<file path="src/hdl/twg_pkg.sv">
// Shared types, constants and helper functions for the twiddle gain tuner.
`default_nettype none

package twg_pkg;

  localparam int NUM_GAINS = 3;
  localparam int FRAC_BITS = 24;

  typedef logic signed [31:0] gain_t;
  typedef logic [30:0]        step_t;
  typedef logic [31:0]        err_t;
  typedef logic [1:0]         gidx_t;
  typedef logic [1:0]         phase_t;
  typedef logic [2:0]         reg_idx_t;
  typedef logic [31:0]        cfg_data_t;

  // Search phase codes
  localparam phase_t PH_START = 2'd0;
  localparam phase_t PH_PLUS  = 2'd1;
  localparam phase_t PH_MINUS = 2'd2;

  // Configuration register indexes
  localparam reg_idx_t REG_GAIN_P = 3'd0;
  localparam reg_idx_t REG_GAIN_I = 3'd1;
  localparam reg_idx_t REG_GAIN_D = 3'd2;
  localparam reg_idx_t REG_STEP_P = 3'd3;
  localparam reg_idx_t REG_STEP_I = 3'd4;
  localparam reg_idx_t REG_STEP_D = 3'd5;

  // Gain indexes
  localparam gidx_t GIDX_P = 2'd0;
  localparam gidx_t GIDX_I = 2'd1;
  localparam gidx_t GIDX_D = 2'd2;

  // Register reset values: 0.25, 0.0 and 30.0 for the gains
  localparam gain_t RST_GAIN_P = gain_t'(32'sd1 <<< (FRAC_BITS - 2));
  localparam gain_t RST_GAIN_I = '0;
  localparam gain_t RST_GAIN_D = gain_t'(32'sd30 <<< FRAC_BITS);
  localparam step_t RST_STEP_P = 31'd167772;
  localparam step_t RST_STEP_I = 31'd1678;
  localparam step_t RST_STEP_D = 31'd167772;

  localparam err_t  ERR_INIT = '1;
  localparam step_t STEP_MAX = '1;

  // Reciprocal of 5 for a 32-bit dividend: q = (s * RECIP5) >> RECIP5_SHIFT
  localparam logic [31:0] RECIP5       = 32'hCCCC_CCCD;
  localparam int          RECIP5_SHIFT = 34;

  localparam logic signed [33:0] SUM_MAX = 34'sd2147483647;
  localparam logic signed [33:0] SUM_MIN = -34'sd2147483648;

  typedef struct packed {
    gain_t [NUM_GAINS-1:0] gain;
    step_t [NUM_GAINS-1:0] step;
  } twg_cfg_t;

  typedef struct packed {
    logic vld;
    err_t err;
  } twg_in_t;

  // Clamp a widened gain sum to the signed 32-bit range
  function automatic gain_t sat_gain(input logic signed [33:0] v);
    gain_t res;
    if (v > SUM_MAX) begin
      res = gain_t'(SUM_MAX[31:0]);
    end else if (v < SUM_MIN) begin
      res = gain_t'(SUM_MIN[31:0]);
    end else begin
      res = v[31:0];
    end
    return res;
  endfunction

  // Rounding term of (6*r + 2) / 5 for remainder r of step / 5
  function automatic logic [2:0] grow_frac(input logic [2:0] r);
    logic [2:0] res;
    case (r)
      3'd0:    res = 3'd0;
      3'd1:    res = 3'd1;
      3'd2:    res = 3'd2;
      3'd3:    res = 3'd4;
      3'd4:    res = 3'd5;
      default: res = 3'd0;
    endcase
    return res;
  endfunction

  // Rounding term of (4*r + 2) / 5 for remainder r of step / 5
  function automatic logic [1:0] shrink_frac(input logic [2:0] r);
    logic [1:0] res;
    case (r)
      3'd0:    res = 2'd0;
      3'd1:    res = 2'd1;
      3'd2:    res = 2'd2;
      3'd3:    res = 2'd2;
      3'd4:    res = 2'd3;
      default: res = 2'd0;
    endcase
    return res;
  endfunction

endpackage

`default_nettype wire

</file>
<file path="src/hdl/twg_in_reg.sv">
// Input register stage for measured error transfers.
`default_nettype none

module twg_in_reg (
  input  wire               clk_i,
  input  wire               rst_ni,
  input  wire               in_valid_i,
  output logic              in_ready_o,
  input  twg_pkg::err_t     measured_error_i,
  input  wire               advance_i,
  output twg_pkg::twg_in_t  in_o
);

  logic          vld_q, vld_d;
  twg_pkg::err_t err_q;

  // Free when empty or when the held item moves on this cycle
  assign in_ready_o = !vld_q || advance_i;
  assign vld_d      = in_ready_o ? in_valid_i : vld_q;

  always_ff @(posedge clk_i or negedge rst_ni) begin
    if (!rst_ni) begin
      vld_q <= 1'b0;
    end else begin
      vld_q <= vld_d;
    end
  end

  always_ff @(posedge clk_i) begin
    if (in_valid_i && in_ready_o) begin
      err_q <= measured_error_i;
    end
  end

  assign in_o.vld = vld_q;
  assign in_o.err = err_q;

endmodule

`default_nettype wire

</file>
<file path="config.mk">
export PLATFORM = sky130hd
export DESIGN_NAME = twg_in_reg
export DESIGN_NICKNAME = d
export VERILOG_FILES = /design/src/hdl/twg_pkg.sv /design/src/hdl/twg_in_reg.sv
export SDC_FILE = /design/constraint.sdc
export NUM_CORES = 1
export LEC_CHECK = 0
export BUFFER_PORTS_ARGS = -buffer_cell sky130_fd_sc_hd__clkbuf_2
export CAP_MARGIN = 30
export CORE_ASPECT_RATIO = 0.9
export CORE_MARGIN = 1
export CORE_UTILIZATION = 45
export CTS_BUF_LIST = sky130_fd_sc_hd__clkbuf_8
export DETAILED_ROUTE_END_ITERATION = 10
export PLACE_DENSITY = 0.87
export SLEW_MARGIN = 15
export SYNTH_ARGS = -nofsm -noshare
export SYNTH_HDL_FRONTEND = slang
export SYNTH_SLANG_ARGS = --single-unit
</file>
<file path="constraint.sdc">
create_clock -name clk_i -period 2.7 [get_ports clk_i]
set_input_delay 0 -clock clk_i [delete_from_list [all_inputs] [get_ports clk_i]]
set_output_delay 0 -clock clk_i [all_outputs]
set_load 0.05 [all_outputs]
</file>
==> results of run 1 <==
## critical path, delay by kind of cell (launching register included)
family           cells  cell delay, ns
flip-flops           1            0.41
AND/OR/NAND/NOR      2            0.48
## worst max path at each step
stage / endpoint / start / slack, ns
6_report: err_q[10] / vld_q / 1.46
5_1_grt: err_q[13] / vld_q / 1.39
4_1_cts: err_q[23] / vld_q / 1.44
3_5_place_dp: err_q[14] / vld_q / 1.45
3_3_place_gp: err_q[26] / vld_q / 1.50
2_1_floorplan: err_q[0] / vld_q / 1.43
## report_power, final
| part | total (mW) | internal (mW) | switching [mW] |
|---|---|---|---|
| clock network | 0.341 | 0.173 | 0.168 |
| registers | 0.605 | 0.596 | 0.00847 |
| logic | 0.206 | 0.0698 | 0.136 |
| total | 1.15 | 0.839 | 0.312 |
## state kept, by name (all words and copies together), names as in the netlist
register	cells
err_q	32
vld_q	1
## placed cells by master, fill, tap and decap left out
master and n:
clkbuf_2 69, nand2b_1 1, clkinv_1 2, nand2b_4 1, and2_4 1, dlygate4sd3_1 34
clkinv_2 1, clkbuf_8 5, dfrtp_1 1, edfxtp_1 32
## logic make-up after synthesis
kind of cell           after synthesis  share of synthesized area [%]
and+or+nand+nor                      3                          2.815
DFF                                 33                          96.45
buffers and inverters                1                         0.7347
## area by class of cell
type | count | area share (%)
clock buffer | 5 | 3.796
clock inverter | 3 | 0.6901
multi-input combinational | 3 | 1.587
sequential | 33 | 54.38
tap | 25 | 1.725
timing repair buffer | 103 | 37.82
## stage by stage
step | hold slack, ns | cells | setup slack [ns] | power [mW] | util (%)
finish | 0.001928 | 172 | 1.460 | 1.151 | 89.44
detailed placement | -0.2240 | 130 | 1.451 | 0.7806 | 68.64
global route | 0.001857 | 172 | 1.386 | 1.188 | 89.44
global placement | -0.2250 | 130 | 1.500 | 0.7751 | 68.64
floorplan | -0.2956 | 37 | 1.427 | 0.7285 | -
CTS | 0.01264 | 172 | 1.437 | 1.146 | 89.44
## metal layers
metal	track usage [%]	wire, um
met1	23.50	885
met4	7.895	23
met2	39.23	1270
met3	10.03	242
met5	0	0
==> results.ini, run 1 <==
[detailed_routing]
viasPerCell=4.360
drt.antenna.violating_nets=0
first_pass_iters=4
wl_per_cell_um=14.09
drc_errors=0
drtIter0Drc=10
drt_wl_total_mm=2.423
vias=750

[global_route]
grt_pass1_vias=739
gr-total-overflow=0
grt_max_degree=33
antenna_found_initial=0
grt_pass1_wl_mm=3.381
gr-usage-all-layers_pct=21.97

[worst_setup_path]
crit_required_ns=2.64
path_class=flip-flop to flip-flop
cp_slowest_stage_delay_ns=0.41
critical_path.max_fanout=32
r2r-end=err_q[10]
crit_chain=nand2b_4, and2_4
rr_startpoint=vld_q
critPathArrivalTime_ns=1.18
crit_slowest_cell=dfrtp_1
start_kind=flip-flop
r2r_cells=2
endpoint_kind=flip-flop
reg2reg_slack_ns=1.46

[synth]
synth.area.top_cells=edfxtp_1 (94%), dfrtp_1 (2.4%), nand2b_4 (1.3%), and2_4 (0.86%), buf_4 (0.73%)
post_synth.cell_area_avg_um2=27.63
synth_most_common_cell=edfxtp_1
synth_area_leader_cell=edfxtp_1
yosysSeqAreaShare_pct=96.45
ys_warn_count=0
synth_area_um2=1022
synthDominantCellAreaShare_pct=94.00
synth-edff-count=32
yosys_most_used_dff=edfxtp_1
synthCells=37
syn_nets=73
synth_seq_cells=33
async_flop_share_pct=3.030
yosysUniqueCellTypes=6

[sta]
slew-limit-headroom_pct=73.74
skew_ns=0.005402
setup_viol=0
tns_ns=0
fmax_mhz=806.3
finalCriticalPeriod_ns=1.240
timing.final.hold_violations=0
min_period_over_period_pct=45.93
rsz0062_at_grt=false
tightest_slew_ns=0.3939
final_max_slew_viol_count=0

[run]
maxCapViolations=0

[pwr]
power_density_nw_per_um2=634.8
cellLeakagePower_nw=0.8028
peakVddDrop_v=0.0006596

[clock_network]
cts_tree=done
hold_buffers=34
clk_path_buf_depth=2
clk_latency_ns=0.29
h-tree-depth=2
cts_resized=0
postCtsSetupRepairBufs=0
clock-root-buffer=clkbuf_8
path_clk_slew_ns=0.06
numCtsBuffers=5
numClockSinks=33

[min_path]
hp-start=advance_i
hold_end=vld_q
hold_path_class=primary input to flip-flop
whs_path_depth=3

[floorplan]
rows=15
design.core.area_um2=2027
io_pins=70
initial_core_util_pct=50.43
die_w_um=52.24
die_area_um2=2467
fp.dieH_um=47.22

[placement]
gp_congestion=0.6380
placed_area_um2=1391
io_buffers=69
dp_hpwl_mm=1.463

[final_layout]
multi_input_area_um2=28.78
final_area_um2=1813
nNetsFinal=182
area_growth_pct=77.36
drive_gt1_share_pct=52.38
seq_area_um2=985.9
num_antenna_cells=0
nFillCells=76

[status]
status=completed

Note: power is estimated with default switching activity, not from simulation.
==> inputs of run 2 (changes only) <==
--- a/config.mk
+++ b/config.mk
@@ -9,10 +9,10 @@
 export CAP_MARGIN = 30
 export CORE_ASPECT_RATIO = 0.9
 export CORE_MARGIN = 1
-export CORE_UTILIZATION = 45
+export CORE_UTILIZATION = 42
 export CTS_BUF_LIST = sky130_fd_sc_hd__clkbuf_8
 export DETAILED_ROUTE_END_ITERATION = 10
-export PLACE_DENSITY = 0.87
+export PLACE_DENSITY = 0.82
 export SLEW_MARGIN = 15
 export SYNTH_ARGS = -nofsm -noshare
 export SYNTH_HDL_FRONTEND = slang
==> constraint.sdc (replaced) <==
create_clock -name clk_i -period 1.2 [get_ports clk_i]
set_input_delay 0 -clock clk_i [delete_from_list [all_inputs] [get_ports clk_i]]
set_output_delay 0 -clock clk_i [all_outputs]
set_load 0.05 [all_outputs]
==> results.ini, run 2 (synthesis results as in run 1) <==
[final_layout]
top_register=err_q
final_area_um2=1918  ; +5.8%
nFillCells=109  ; +43%
drive_gt1_share_pct=54.00  ; +1.6 points
nNetsFinal=185  ; +1.6%
largest_register_ffs=32  ; unchanged
layout_common_cells=clkbuf_2 (69), dlygate4sd3_1 (35), edfxtp_1 (32), clkbuf_8 (5)
area_growth_pct=87.64
instances_no_fill=177  ; +2.9%
num_antenna_cells=0  ; unchanged
reg.largest.list=err_q: 32 flops, vld_q: 1 flops
fin_util_pct=85.55  ; -3.9 points
final_common_cell=clkbuf_2

[clock_network]
clock-root-buffer=clkbuf_8
cts_resized=0  ; unchanged
numClockSinks=33  ; unchanged
cts_tree=done
clk_path_buf_depth=2  ; unchanged
path_clk_slew_ns=0.07  ; about the same
h-tree-depth=2  ; unchanged
clk_latency_ns=0.28  ; about the same
numCtsBuffers=5  ; unchanged

[worst_setup_path]
crit_slowest_cell=dfrtp_1
critical_path.max_fanout=20  ; -38%
critPathTopFamily=flip-flops
crit_start=vld_q
critPathArrivalTime_ns=1.13  ; -0.05 ns
cp_slowest_stage_delay_ns=0.41  ; about the same
worst-path-buf-inv=1  ; +1
crit_required_ns=1.19  ; -1.45 ns
path_class=flip-flop to flip-flop
endpoint_kind=flip-flop
start_kind=flip-flop
rr_startpoint=vld_q
r2r_cells=3  ; +1
crit_chain=nand2b_4, and2_4, buf_12
crit_cells=3  ; +1

[floorplan]
die_w_um=54.01  ; +3.4%
die_area_um2=2636  ; +6.9%
initial_core_util_pct=45.59  ; -4.8 points
design.core.area_um2=2242  ; +11%
rows=16  ; +1
fp.dieH_um=48.81  ; +3.4%
io_pins=70  ; unchanged

[global_route]
grt-busiest-layer=met2
grt_util_met1_pct=29.16  ; +5.7 points
gr-total-overflow=0  ; unchanged
grt_pass1_wl_mm=4.498  ; +33%
antenna_found_initial=0  ; unchanged
grt_pass1_vias=873  ; +18%
gr-usage-all-layers_pct=26.58  ; +4.6 points
grt_max_degree=21  ; -36%
grt_use_met3_pct=12.15  ; +2.1 points
grt_use_met2_pct=44.86  ; +5.6 points

[sta]
skew_ns=0.006188  ; +0.0007862 ns
setup_viol=0  ; unchanged
finalCriticalPeriod_ns=1.138  ; -0.1023 ns
tightest_slew_ns=0.2966  ; -0.09731 ns
rsz0062_at_grt=false
slew-limit-headroom_pct=80.31  ; +6.6 points
min_period_over_period_pct=94.82  ; +49 points
final_max_slew_viol_count=0  ; unchanged
timing.final.hold_violations=0  ; unchanged
fmax_mhz=878.8  ; +9.0%

[min_path]
hold_path_class=primary input to async pin

[detailed_routing]
vias=811  ; +8.1%
drt_wl_total_mm=2.987  ; +23%
drt.antenna.violating_nets=0  ; unchanged
drtIter0Drc=8  ; -2
first_pass_iters=4  ; unchanged
drc_errors=0  ; unchanged
viasPerCell=4.582  ; +5.1%
wl_per_cell_um=16.88  ; +20%

[run]
maxCapViolations=0  ; unchanged

[pwr]
power_mw=3.090  ; +170%
power_density_nw_per_um2=1611  ; +150%
cellLeakagePower_nw=0.8501  ; +5.9%
peakVddDrop_v=0.001418  ; +110%

[placement]
io_buffers=69  ; unchanged
gp_congestion=0.6985  ; +9.5%
dp_hpwl_mm=1.282  ; -12%
dp_cells=134  ; +3.1%
placed_area_um2=1434  ; +3.1%

[status]
status=completed

==> run 2: cell count changes in the layout (fill, tap and decap cells not counted) <==
| cell | delta |
|---|---|
| buf_12 | +2 |
| bufinv_16 | +2 |
| clkinv_1 | -2 |
| dlygate4sd3_1 | +1 |
==> run 2: report_power, final <==
group          total, mW  internal [mW]  switching [mW]  leakage (nW)
logic              0.495          0.177           0.318         0.466
clock network       1.23          0.825           0.410        0.0681
registers           1.36           1.34          0.0208         0.316
==> run 2: final cells by class <==
type,count,area [um2],share of cell area (%)
clock buffer,5,68.82,3.588
clock inverter,3,65.06,3.392
multi-input combinational,3,28.78,1.500
sequential,33,985.9,51.40
tap,27,33.78,1.761
timing repair buffer,106,735.7,38.36
==> run 2: worst paths after layout <==
path / to / slack, ns
setup / recovery: err_q[1] / 0.06
setup reg to reg: err_q[1] / 0.06
hold reg to reg: vld_q / 0.57
min in group clk_i: err_q[5] / 0.44
max in group asynchronous: vld_q / 1.08
hold / removal: vld_q / 0.03
==> run 2: what timing repair did <==
item / in CTS / in global routing
hold buffers: 35 / 0
setup endpoints to repair: 0 / 0
hold endpoints to repair: 34 / 0
setup buffers: 0 / 0
==> run 2: per-stage QoR <==
stage | hold slack (ns) | setup slack (ns) | TNS (ns)
6_report | 0.02948 | 0.06211 | 0
3_3_place_gp | -0.2251 | 0.1081 | 0
3_5_place_dp | -0.2210 | 0.08962 | 0
4_1_cts | 0.01597 | 0.07741 | 0
5_1_grt | 0.02581 | 0.03095 | 0
2_1_floorplan | -0.2956 | -0.07281 | -2.330
==> run 2: layer usage <==
metal / share of wire, % / vias to the layer above
met4: 1.5 / 0
met1: 35 / 373
met3: 11 / 6
li1: - / 370
met5: 0 / -
met2: 52 / 62
