**config.mk**
```make
export PLATFORM = sky130hd
export DESIGN_NAME = twg_cfg_regs
export DESIGN_NICKNAME = d
export VERILOG_FILES = /design/src/hdl/twg_pkg.sv /design/src/hdl/twg_cfg_regs.sv
export SDC_FILE = /design/constraint.sdc
export NUM_CORES = 1
export LEC_CHECK = 0
export ABC_AREA = 1
export BUFFER_PORTS_ARGS = -buffer_cell sky130_fd_sc_hd__clkbuf_2
export CELL_PAD_IN_SITES_DETAIL_PLACEMENT = 2
export CELL_PAD_IN_SITES_GLOBAL_PLACEMENT = 2
export CORE_ASPECT_RATIO = 0.9
export CORE_MARGIN = 2
export CORE_UTILIZATION = 32
export DETAILED_ROUTE_END_ITERATION = 10
export PLACE_DENSITY = 0.9
export SETUP_SLACK_MARGIN = 0.05
export SYNTH_ARGS = -nofsm -noshare
export SYNTH_HDL_FRONTEND = slang
export SYNTH_SLANG_ARGS = --single-unit
export TNS_END_PERCENT = 20
```
**constraint.sdc**
```tcl
create_clock -name clk_i -period 2.1 [get_ports clk_i]
set_input_delay 0.42 -clock clk_i [delete_from_list [all_inputs] [get_ports clk_i]]
set_output_delay 0.42 -clock clk_i [all_outputs]
set_load 0.005 [all_outputs]
```
**src/hdl/twg_pkg.sv**
```systemverilog
// Shared types, constants and helper functions for the twiddle gain tuner.
`default_nettype none

package twg_pkg;

  localparam int NUM_GAINS = 3;
  localparam int FRAC_BITS = 24;

  typedef logic signed [31:0] gain_t;
  typedef logic [30:0]        step_t;
  typedef logic [31:0]        err_t;
  typedef logic [1:0]         gidx_t;
  typedef logic [1:0]         phase_t;
  typedef logic [2:0]         reg_idx_t;
  typedef logic [31:0]        cfg_data_t;

  // Search phase codes
  localparam phase_t PH_START = 2'd0;
  localparam phase_t PH_PLUS  = 2'd1;
  localparam phase_t PH_MINUS = 2'd2;

  // Configuration register indexes
  localparam reg_idx_t REG_GAIN_P = 3'd0;
  localparam reg_idx_t REG_GAIN_I = 3'd1;
  localparam reg_idx_t REG_GAIN_D = 3'd2;
  localparam reg_idx_t REG_STEP_P = 3'd3;
  localparam reg_idx_t REG_STEP_I = 3'd4;
  localparam reg_idx_t REG_STEP_D = 3'd5;

  // Gain indexes
  localparam gidx_t GIDX_P = 2'd0;
  localparam gidx_t GIDX_I = 2'd1;
  localparam gidx_t GIDX_D = 2'd2;

  // Register reset values: 0.25, 0.0 and 30.0 for the gains
  localparam gain_t RST_GAIN_P = gain_t'(32'sd1 <<< (FRAC_BITS - 2));
  localparam gain_t RST_GAIN_I = '0;
  localparam gain_t RST_GAIN_D = gain_t'(32'sd30 <<< FRAC_BITS);
  localparam step_t RST_STEP_P = 31'd167772;
  localparam step_t RST_STEP_I = 31'd1678;
  localparam step_t RST_STEP_D = 31'd167772;

  localparam err_t  ERR_INIT = '1;
  localparam step_t STEP_MAX = '1;

  // Reciprocal of 5 for a 32-bit dividend: q = (s * RECIP5) >> RECIP5_SHIFT
  localparam logic [31:0] RECIP5       = 32'hCCCC_CCCD;
  localparam int          RECIP5_SHIFT = 34;

  localparam logic signed [33:0] SUM_MAX = 34'sd2147483647;
  localparam logic signed [33:0] SUM_MIN = -34'sd2147483648;

  typedef struct packed {
    gain_t [NUM_GAINS-1:0] gain;
    step_t [NUM_GAINS-1:0] step;
  } twg_cfg_t;

  typedef struct packed {
    logic vld;
    err_t err;
  } twg_in_t;

  // Clamp a widened gain sum to the signed 32-bit range
  function automatic gain_t sat_gain(input logic signed [33:0] v);
    gain_t res;
    if (v > SUM_MAX) begin
      res = gain_t'(SUM_MAX[31:0]);
    end else if (v < SUM_MIN) begin
      res = gain_t'(SUM_MIN[31:0]);
    end else begin
      res = v[31:0];
    end
    return res;
  endfunction

  // Rounding term of (6*r + 2) / 5 for remainder r of step / 5
  function automatic logic [2:0] grow_frac(input logic [2:0] r);
    logic [2:0] res;
    case (r)
      3'd0:    res = 3'd0;
      3'd1:    res = 3'd1;
      3'd2:    res = 3'd2;
      3'd3:    res = 3'd4;
      3'd4:    res = 3'd5;
      default: res = 3'd0;
    endcase
    return res;
  endfunction

  // Rounding term of (4*r + 2) / 5 for remainder r of step / 5
  function automatic logic [1:0] shrink_frac(input logic [2:0] r);
    logic [1:0] res;
    case (r)
      3'd0:    res = 2'd0;
      3'd1:    res = 2'd1;
      3'd2:    res = 2'd2;
      3'd3:    res = 2'd2;
      3'd4:    res = 2'd3;
      default: res = 2'd0;
    endcase
    return res;
  endfunction

endpackage

`default_nettype wire

```
**src/hdl/twg_cfg_regs.sv**
```systemverilog
// Configuration register file holding the initial gains and steps.
`default_nettype none

module twg_cfg_regs (
  input  wire                   clk_i,
  input  wire                   rst_ni,
  input  wire                   cfg_we_i,
  input  twg_pkg::reg_idx_t     cfg_idx_i,
  input  twg_pkg::cfg_data_t    cfg_data_i,
  output twg_pkg::twg_cfg_t     cfg_o
);

  twg_pkg::twg_cfg_t cfg_q, cfg_d;

  always_comb begin
    cfg_d = cfg_q;
    if (cfg_we_i) begin
      case (cfg_idx_i)
        twg_pkg::REG_GAIN_P: cfg_d.gain[twg_pkg::GIDX_P] = cfg_data_i;
        twg_pkg::REG_GAIN_I: cfg_d.gain[twg_pkg::GIDX_I] = cfg_data_i;
        twg_pkg::REG_GAIN_D: cfg_d.gain[twg_pkg::GIDX_D] = cfg_data_i;
        twg_pkg::REG_STEP_P: cfg_d.step[twg_pkg::GIDX_P] = cfg_data_i[30:0];
        twg_pkg::REG_STEP_I: cfg_d.step[twg_pkg::GIDX_I] = cfg_data_i[30:0];
        twg_pkg::REG_STEP_D: cfg_d.step[twg_pkg::GIDX_D] = cfg_data_i[30:0];
        default: ; // drop writes beyond the register list
      endcase
    end
  end

  always_ff @(posedge clk_i or negedge rst_ni) begin
    if (!rst_ni) begin
      cfg_q.gain[twg_pkg::GIDX_P] <= twg_pkg::RST_GAIN_P;
      cfg_q.gain[twg_pkg::GIDX_I] <= twg_pkg::RST_GAIN_I;
      cfg_q.gain[twg_pkg::GIDX_D] <= twg_pkg::RST_GAIN_D;
      cfg_q.step[twg_pkg::GIDX_P] <= twg_pkg::RST_STEP_P;
      cfg_q.step[twg_pkg::GIDX_I] <= twg_pkg::RST_STEP_I;
      cfg_q.step[twg_pkg::GIDX_D] <= twg_pkg::RST_STEP_D;
    end else begin
      cfg_q <= cfg_d;
    end
  end

  assign cfg_o = cfg_q;

endmodule

`default_nettype wire

```
==> metrics.log, run 1 <==
INFO  metric status = complete, but fails checks
INFO  metric violated_checks = hold timing
INFO  metric post_cts_hold_buffer_count = 0
INFO  metric synth-seq-area-share = 0.647
INFO  metric antenna_diode_count = 0
INFO  metric tritoncts = yes
INFO  metric post-route-drc-count = 0
INFO  metric syn_area_per_cell = 8.90 µm²
INFO  metric setup.reg_to_reg.worst_slack = 1.31 ns
INFO  metric cts-buffers-inserted = 17
INFO  metric setup_ws = 0.562 ns
INFO  metric sw_frac_of_total = 0.319
INFO  metric io_buffers = 226
INFO  metric fmax = 0.650 GHz
INFO  metric slew_viol_final = 0
INFO  metric worst_setup_hold_path_clk_slew = 0.08 ns
INFO  metric timing.critical_path.cells = clkbuf_2
INFO  metric pin_count_of_the_biggest_net_entering_global_routing = 66
INFO  metric clkLatencyLatePin = 0.42 ns
INFO  metric initialDrtViolationCount = 371
INFO  metric clock_period_minus_final_worst_setup_slack = 1.54 ns
INFO  metric critical_path.top_delay_family = flip-flops
INFO  metric worst_clock_skew = 0 ns
INFO  metric slew-limit-headroom = 0.598
INFO  metric clock_root_cell = clkbuf_16
INFO  metric htree_levels = 4
INFO  metric post_syn_nets = 866
INFO  metric die_area = 0.0243 mm²
INFO  metric cts-resized-gates = 0
INFO  metric drt-total-wl = 29,700 µm
INFO  metric chipHeight = 148 µm
INFO  metric crit_path_max_fanout = 2
INFO  metric post_route_cells_drive_above_1_share = 0.311
INFO  metric finalSetupViolations = 0
INFO  metric switching_power = 3.23 mW
INFO  metric die_width = 164 µm
INFO  metric worst_r2r_startpoint = cfg_o[59]
INFO  metric layout-area-overhead-vs-synth = 30.2%
INFO  metric total_of_max_cap_violations = 0
INFO  metric cp.arrival = 1.12 ns
INFO  metric rr_worst_depth = 2
INFO  metric power-per-cell-area = 1050 mW/mm²
INFO  metric route.detailed.vias_per_inst = 4.99
INFO  metric seq_power_share = 0.479
INFO  metric grt_setup_unrepaired = false
INFO  metric grt_pass1_vias = 7,621
INFO  metric netlist_instances = 828
INFO  metric cts.repair_timing.setup_buffer_count = 0
INFO  metric layout.nets = 1,095
INFO  metric half_perimeter_wire_length_after_placement = 20,400 µm
INFO  metric vias = 6,828
INFO  metric warning_count_from_the_yosys_run = 0
INFO  metric io-pin-count = 227
INFO  metric gp_routability_congestion = 0.764
INFO  metric start_util = 0.326
INFO  metric setup_tns = 0 ns
INFO  metric combinationalPowerShare = 0.195
INFO  metric crit_path_max_incr_delay = 0.55 ns
INFO  metric drt_pre_antenna_iters = 4
INFO  metric crit_path_top_delay_cell = dfstp_2
INFO  metric crit-reg2reg-capture = cfg_o[59]
INFO  metric synth.lib_cells_used.distinct = 11
INFO  metric worst_ir_drop_vdd = 0.413 mV
INFO  metric finalHoldViolations = 6
INFO  metric hold_path.class = primary input to asynchronous set/reset pin
INFO  metric netlist_area = 0.00737 mm²
INFO  metric postLayoutCoreUtil = 0.425
INFO  metric cts-root-to-sink-buffers = 2
INFO  metric grt_antenna_before_repair = 0
INFO  metric grt_pass1_wl = 46,700 µm
INFO  metric worstPathRequired = 1.68 ns
INFO  metric critical_path.startpoint_type = register
INFO  metric critPathBufInv = 1
INFO  metric drtAntennaViolNets = 0
INFO  metric intPower = 6.89 mW
INFO  metric place_worst_setup_slack = 0.405 ns
INFO  metric placeable_core_region = 0.0226 mm²
INFO  metric core.rowCount = 52
INFO  metric critical_path.endpoint_type = output port
INFO  metric worst_pin_slew = 0.603 ns
INFO  metric synth.ff_latch_count = 189
INFO  metric largest_register_ffs = 189
INFO  metric finalCritPeriodShare = 0.732
INFO  metric worstSetupPathType = register to output port
INFO  metric fin_hold_ws = -0.00353 ns
INFO  metric post_drt_wl_per_cell = 21.7 µm
INFO  metric grt.overflow.total = 0
INFO  metric power.clock.fraction = 0.326
INFO  metric gr-usage-all-layers = 0.255
INFO  metric static_leak = 5.39 nW
INFO  metric tritoncts_num_sinks = 189
[how the worst max path moves through the flow]
| stage | endpoint | from | cells after the start | slack, ns |
|---|---|---|---|---|
| final | cfg_o[33] | cfg_o[33] | 1 | 0.56 |
| after global placement | cfg_o[45] | cfg_idx_i[0] | 6 | 0.53 |
| after global routing | cfg_o[33] | cfg_o[33] | 1 | 0.53 |
| after floorplan | cfg_o[136] | cfg_we_i | 6 | 0.92 |
| after detailed placement | cfg_o[56] | cfg_idx_i[0] | 6 | 0.40 |
| after CTS | cfg_o[33] | cfg_o[33] | 1 | 0.54 |
[metal layers]
| metal | track usage | vias to the layer above | part of all wire |
|---|---|---|---|
| met5 | 0 | - | 0 |
| met4 | 0.0618 | 0 | 0.014 |
| met3 | 0.0662 | 30 | 0.071 |
| met2 | 0.435 | 234 | 0.50 |
| met1 | 0.325 | 3522 | 0.42 |
| li1 | - | 3042 | - |
[logic make-up after synthesis]
| family | Yosys count | synth area share |
|---|---|---|
| flops | 189 | 0.647 |
| simple gates | 583 | 0.320 |
| buf+inv | 56 | 0.0328 |
[power by group through the flow]
stage	combinational [mW]	clock, mW	sequential (mW)
floorplan	0.635	0	4.87
global placement	1.85	0	4.86
detailed placement	1.98	0	4.89
CTS	2.02	3.36	4.85
global route	2.22	3.50	4.94
finish	1.97	3.30	4.85
[area by class of cell]
type                            count  area [µm²]
Clock buffer                       18         429
Multi-Input combinational cell    583        2380
Timing Repair Buffer              260        1470
Tap cell                          297         372
Clock inverter                     14         151
Fill cell                        2556       13000
Sequential cell                   189        4770
Inverter                            6        22.5
[Yosys cell counts]
cell type / instances / area share
dfstp_2: 31 / 0.11
nand3_1: 127 / 0.086
nor2_1: 3 / 0.0015
inv_2: 5 / 0.0025
nand2_1: 450 / 0.23
buf_2: 25 / 0.017
dfrtp_1: 158 / 0.54
inv_1: 1 / 0.00051
nor2_2: 2 / 0.0017
nor2_4: 1 / 0.0015
clkbuf_1: 25 / 0.013
[per-stage QoR]
| stage | total power [mW] | hold WS (ns) | instance area, µm² | std cells |
|---|---|---|---|---|
| 3_3_place_gp | 6.71 | 0.450 | 9010 | 1335 |
| 3_5_place_dp | 6.88 | 0.459 | 9010 | 1335 |
| 2_1_floorplan | 5.51 | 0.124 | 7370 | 828 |
| 5_1_grt | 10.7 | 0.0116 | 9600 | 1367 |
| 6_report | 10.1 | -0.00353 | 9600 | 1367 |
| 4_1_cts | 10.2 | 0.00530 | 9600 | 1367 |
[layout by cell type (no fill, tap or decap)]
master and count:
buf_12 6, buf_4 28, bufinv_16 1, clkbuf_1 1
clkbuf_16 17, clkbuf_2 225, clkbuf_8 1, clkinv_2 1
clkinv_4 2, clkinvlp_4 3, dfrtp_1 158, dfstp_2 31
inv_1 1, inv_2 5, inv_6 1, inv_8 6
nand2_1 450, nand3_1 127, nor2_2 2, nor2_4 4
(Power assumes the default switching activity.)
==> inputs of run 2 (changes only) <==
Settings changed: ABC_AREA 1 to 0, CORE_UTILIZATION 32 to 35, PLACE_DENSITY 0.9 to 0.84.
Clock period 2.1 ns to 1.5 ns, I/O delays scaled along.
==> run 2 against run 1 <==
Against the previous run: the run now ends clean; first-iteration DRC count fell by 80%; count of clock-buffer cells in the layout rose by 2; wire length fell by 31%; utilization rose by 4.0 points; register-to-register slack got worse by 0.66 ns; final cell count fell by 33%; sequential share of layout area rose by 1.6 points; global-route usage fell by 5.7 points; synthesized area fell by 3.0%; non-clock buffer count fell by 13; design area fell by 3.1%; critical path depth did not move; critical endpoint is now cfg_o[115]; highest routed layer unchanged.
==> metrics.log, run 2 <==
INFO  metric status = complete, no violations (was complete, but fails checks)
INFO  metric grt_setup_unrepaired = false (unchanged)
INFO  metric setup.reg_to_reg.worst_slack = 0.65 ns (was 1.31 ns)
INFO  metric layout.nets = 688 (was 1,095)
INFO  metric tritoncts_num_sinks = 189 (unchanged)
INFO  metric post_drt_wl_per_cell = 22.2 µm (was 21.7 µm)
INFO  metric finalSetupViolations = 0 (unchanged)
INFO  metric drt_pre_antenna_iters = 4 (unchanged)
INFO  metric critical_path.top_delay_family = flip-flops (unchanged)
INFO  metric yosysTopAreaCell = dfrtp_1 (unchanged)
INFO  metric netlist_instances = 404 (was 828)
INFO  metric finalHoldViolations = 0 (was 6)
INFO  metric worst_setup_hold_path_clk_slew = 0.07 ns (was 0.08 ns)
INFO  metric htree_levels = 4 (unchanged)
INFO  metric slew_viol_final = 0 (unchanged)
INFO  metric die_area = 0.0216 mm² (was 0.0243 mm²)
INFO  metric gp_routability_congestion = 0.762 (was 0.764)
INFO  metric critical_path.endpoint_type = output port (unchanged)
INFO  metric power-per-cell-area = 1550 mW/mm² (was 1050 mW/mm²)
INFO  metric ffs_w_async_s_r_synth = 1.00 (unchanged)
INFO  metric route.detailed.vias_per_inst = 4.85 (was 4.99)
INFO  metric core.rowCount = 49 (was 52)
INFO  metric crit_path_max_fanout = 2 (unchanged)
INFO  metric initialDrtViolationCount = 74 (was 371)
INFO  metric post_syn_nets = 442 (was 866)
INFO  metric total_power_of_the_final_layout = 14.4 mW (was 10.1 mW)
INFO  metric pin_count_of_the_biggest_net_entering_global_routing = 41 (was 66)
INFO  metric post-route-drc-count = 0 (unchanged)
INFO  metric layout.cells.most_common_list = clkbuf_2 (225), mux2_2 (178), dfrtp_1 (158) (was nand2_1 (450), clkbuf_2 (225), dfrtp_1 (158))
INFO  metric crit_path_top_delay_cell = dfstp_2 (unchanged)
INFO  metric synth-edff-count = 0 (unchanged)
INFO  metric critical_path.startpoint_type = register (unchanged)
INFO  metric start_util = 0.358 (was 0.326)
INFO  metric most_common_library_cell_in_the_layout_ignoring_fill_and_taps = clkbuf_2 (was nand2_1)
INFO  metric rr_worst_depth = 1 (was 2)
INFO  metric tritoncts = yes (unchanged)
INFO  metric clkLatencyLatePin = 0.42 ns (about the same)
INFO  metric hold_path.class = primary input to register (was primary input to asynchronous set/reset pin)
INFO  metric gr-usage-all-layers = 0.198 (was 0.255)
INFO  metric syn_area_per_cell = 17.7 µm² (was 8.90 µm²)
INFO  metric drtAntennaViolNets = 0 (unchanged)
INFO  metric clock_period_minus_final_worst_setup_slack = 1.39 ns
INFO  metric slew-limit-headroom = 0.754 (was 0.598)
INFO  metric worst_ir_drop_vdd = 0.747 mV (was 0.413 mV)
INFO  metric placeable_core_region = 0.0200 mm² (was 0.0226 mm²)
INFO  metric die_width = 155 µm (was 164 µm)
INFO  metric hold_path.startpoint = cfg_data_i[31]
INFO  metric grt_antenna_before_repair = 0 (unchanged)
INFO  metric cts-buffers-inserted = 17 (unchanged)
INFO  metric worstSetupPathType = register to output port (unchanged)
INFO  metric finalCritPeriodShare = 0.927
INFO  metric synth.cells.most_frequent = mux2_2 (178), dfrtp_1 (158), dfstp_2 (31) (was nand2_1 (450), dfrtp_1 (158), nand3_1 (127))
INFO  metric setup_tns = 0 ns (unchanged)
INFO  metric io-pin-count = 227 (unchanged)
INFO  metric worst_clock_skew = 0 ns (unchanged)
INFO  metric hold_path_depth = 2
INFO  metric layout-area-overhead-vs-synth = 30.1% (was 30.2%)
INFO  metric synth_area_leaders = dfrtp_1 (55%), mux2_2 (28%), dfstp_2 (11%) (was dfrtp_1 (54%), nand2_1 (23%), dfstp_2 (11%))
INFO  metric crit-reg2reg-capture = cfg_o[128] (was cfg_o[59])
INFO  metric grt_pass1_wl = 32,500 µm (was 46,700 µm)
INFO  metric cts-root-to-sink-buffers = 2 (unchanged)
INFO  metric grt.overflow.total = 0 (unchanged)
INFO  metric largest_register_ffs = 189 (unchanged)
INFO  metric synth.ff_latch_count = 189 (unchanged)
INFO  metric io_buffers = 226 (unchanged)
INFO  metric worst_pin_slew = 0.369 ns (was 0.603 ns)
INFO  metric whs_endpoint = cfg_o[188]
INFO  metric critPathBufInv = 1 (unchanged)
INFO  metric synth-seq-area-share = 0.667 (was 0.647)
INFO  metric antenna_diode_count = 0 (unchanged)
INFO  metric ys_dominant_reg_cell = dfrtp_1 (unchanged)
INFO  metric netlist_area = 0.00715 mm² (was 0.00737 mm²)
INFO  metric warning_count_from_the_yosys_run = 0 (unchanged)
INFO  metric synth.lib_cells_used.distinct = 11 (unchanged)
INFO  metric half_perimeter_wire_length_after_placement = 14,300 µm (was 20,400 µm)
INFO  metric post-synth-top-count-cell = mux2_2 (was nand2_1)
INFO  metric fmax = 0.719 GHz
INFO  metric vias = 4,449 (was 6,828)
INFO  metric chipHeight = 140 µm (was 148 µm)
INFO  metric grt_pass1_vias = 5,264 (was 7,621)
INFO  metric clock_root_cell = clkbuf_16 (unchanged)
INFO  metric timing.critical_path.cells = clkbuf_2 (unchanged)
INFO  metric total_of_max_cap_violations = 0 (unchanged)
INFO  metric cp.arrival = 1.09 ns (was 1.12 ns)
INFO  metric netlist.area_leader.share = 0.553 (was 0.537)
INFO  metric cts-resized-gates = 0 (unchanged)
INFO  metric post_route_cells_drive_above_1_share = 0.737 (was 0.311)
INFO  metric static_leak = 4.39 nW (was 5.39 nW)
INFO  metric worstPathRequired = 1.20 ns (was 1.68 ns)
INFO  metric crit_path_max_incr_delay = 0.54 ns (was 0.55 ns)
INFO  metric worst_r2r_startpoint = cfg_o[128] (was cfg_o[59])
INFO  metric drt-total-wl = 20,400 µm (was 29,700 µm)
-- run 2: changes by cell type in the layout (fill, tap and decap cells not counted), sizes merged, moves of 2 or more --
cell / previous run / this run
buf: 34 / 21
inv: 13 / 3
mux2: 0 / 189
nor4bb: 0 / 2
nor2: 6 / 0
nand2: 450 / 0
nand3: 127 / 0
nand4b: 0 / 2
-- run 2: kinds of logic (layout without fill, tap and decap cells) --
family                 count (synthesis)  after routing  synth area share
DFF                                  189            189             0.667
muxes                                189            189             0.298
buffers and inverters                 20            278            0.0249
and+or+nand+nor                        6              6            0.0103
-- run 2: metrics by stage --
step / util / instances / hold slack, ns / setup slack (ns) / cell area (µm²)
finish: 0.465 / 917 / 0.147 / 0.109 / 9300
global route: 0.465 / 917 / 0.130 / 0.0643 / 9300
global placement: 0.436 / 885 / 0.221 / -0.0814 / 8710
detailed placement: 0.436 / 885 / 0.230 / -0.167 / 8710
floorplan: - / 404 / 0.00441 / 0.152 / 7150
CTS: 0.465 / 917 / 0.122 / 0.0852 / 9300
-- run 2: metal layers --
metal / GRT usage / part of all wire / up-vias
met4: 0.0395 / 0.0059 / 0
met5: 0 / 0 / -
met3: 0.0623 / 0.062 / 9
met1: 0.235 / 0.40 / 2365
met2: 0.356 / 0.53 / 142
li1: - / - / 1933
-- run 2: cell type report --
type / instances / area (µm²)
sequential: 189 / 4770
timing repair buffer: 247 / 1400
clock inverter: 11 / 134
fill: 1918 / 10700
clock buffer: 20 / 447
tap: 255 / 319
multi-input combinational: 195 / 2230
-- run 2: worst max-delay path by stage --
stage                            start    endpoint  slack, ns  cells past startpoint
after detailed placement  cfg_idx_i[1]  cfg_o[136]      -0.17                      4
final                       cfg_o[115]  cfg_o[115]       0.11                      1
after global placement    cfg_idx_i[1]  cfg_o[132]      -0.08                      4
after global routing          cfg_o[9]    cfg_o[9]       0.06                      1
after floorplan           cfg_idx_i[0]  cfg_o[114]       0.15                      3
after CTS                   cfg_o[115]  cfg_o[115]       0.09                      1
-- run 2: timing repair --
action,CTS,global route
hold endpoints to repair,22,0
buffers inserted,0,0
hold buffers,1,0
-- run 2: power breakdown --
group / total (mW) / switching (mW) / internal (mW)
Sequential: 7.03 / 0.674 / 6.36
Clock: 4.48 / 1.96 / 2.52
Combinational: 2.92 / 1.29 / 1.64
Total: 14.4 / 3.92 / 10.5
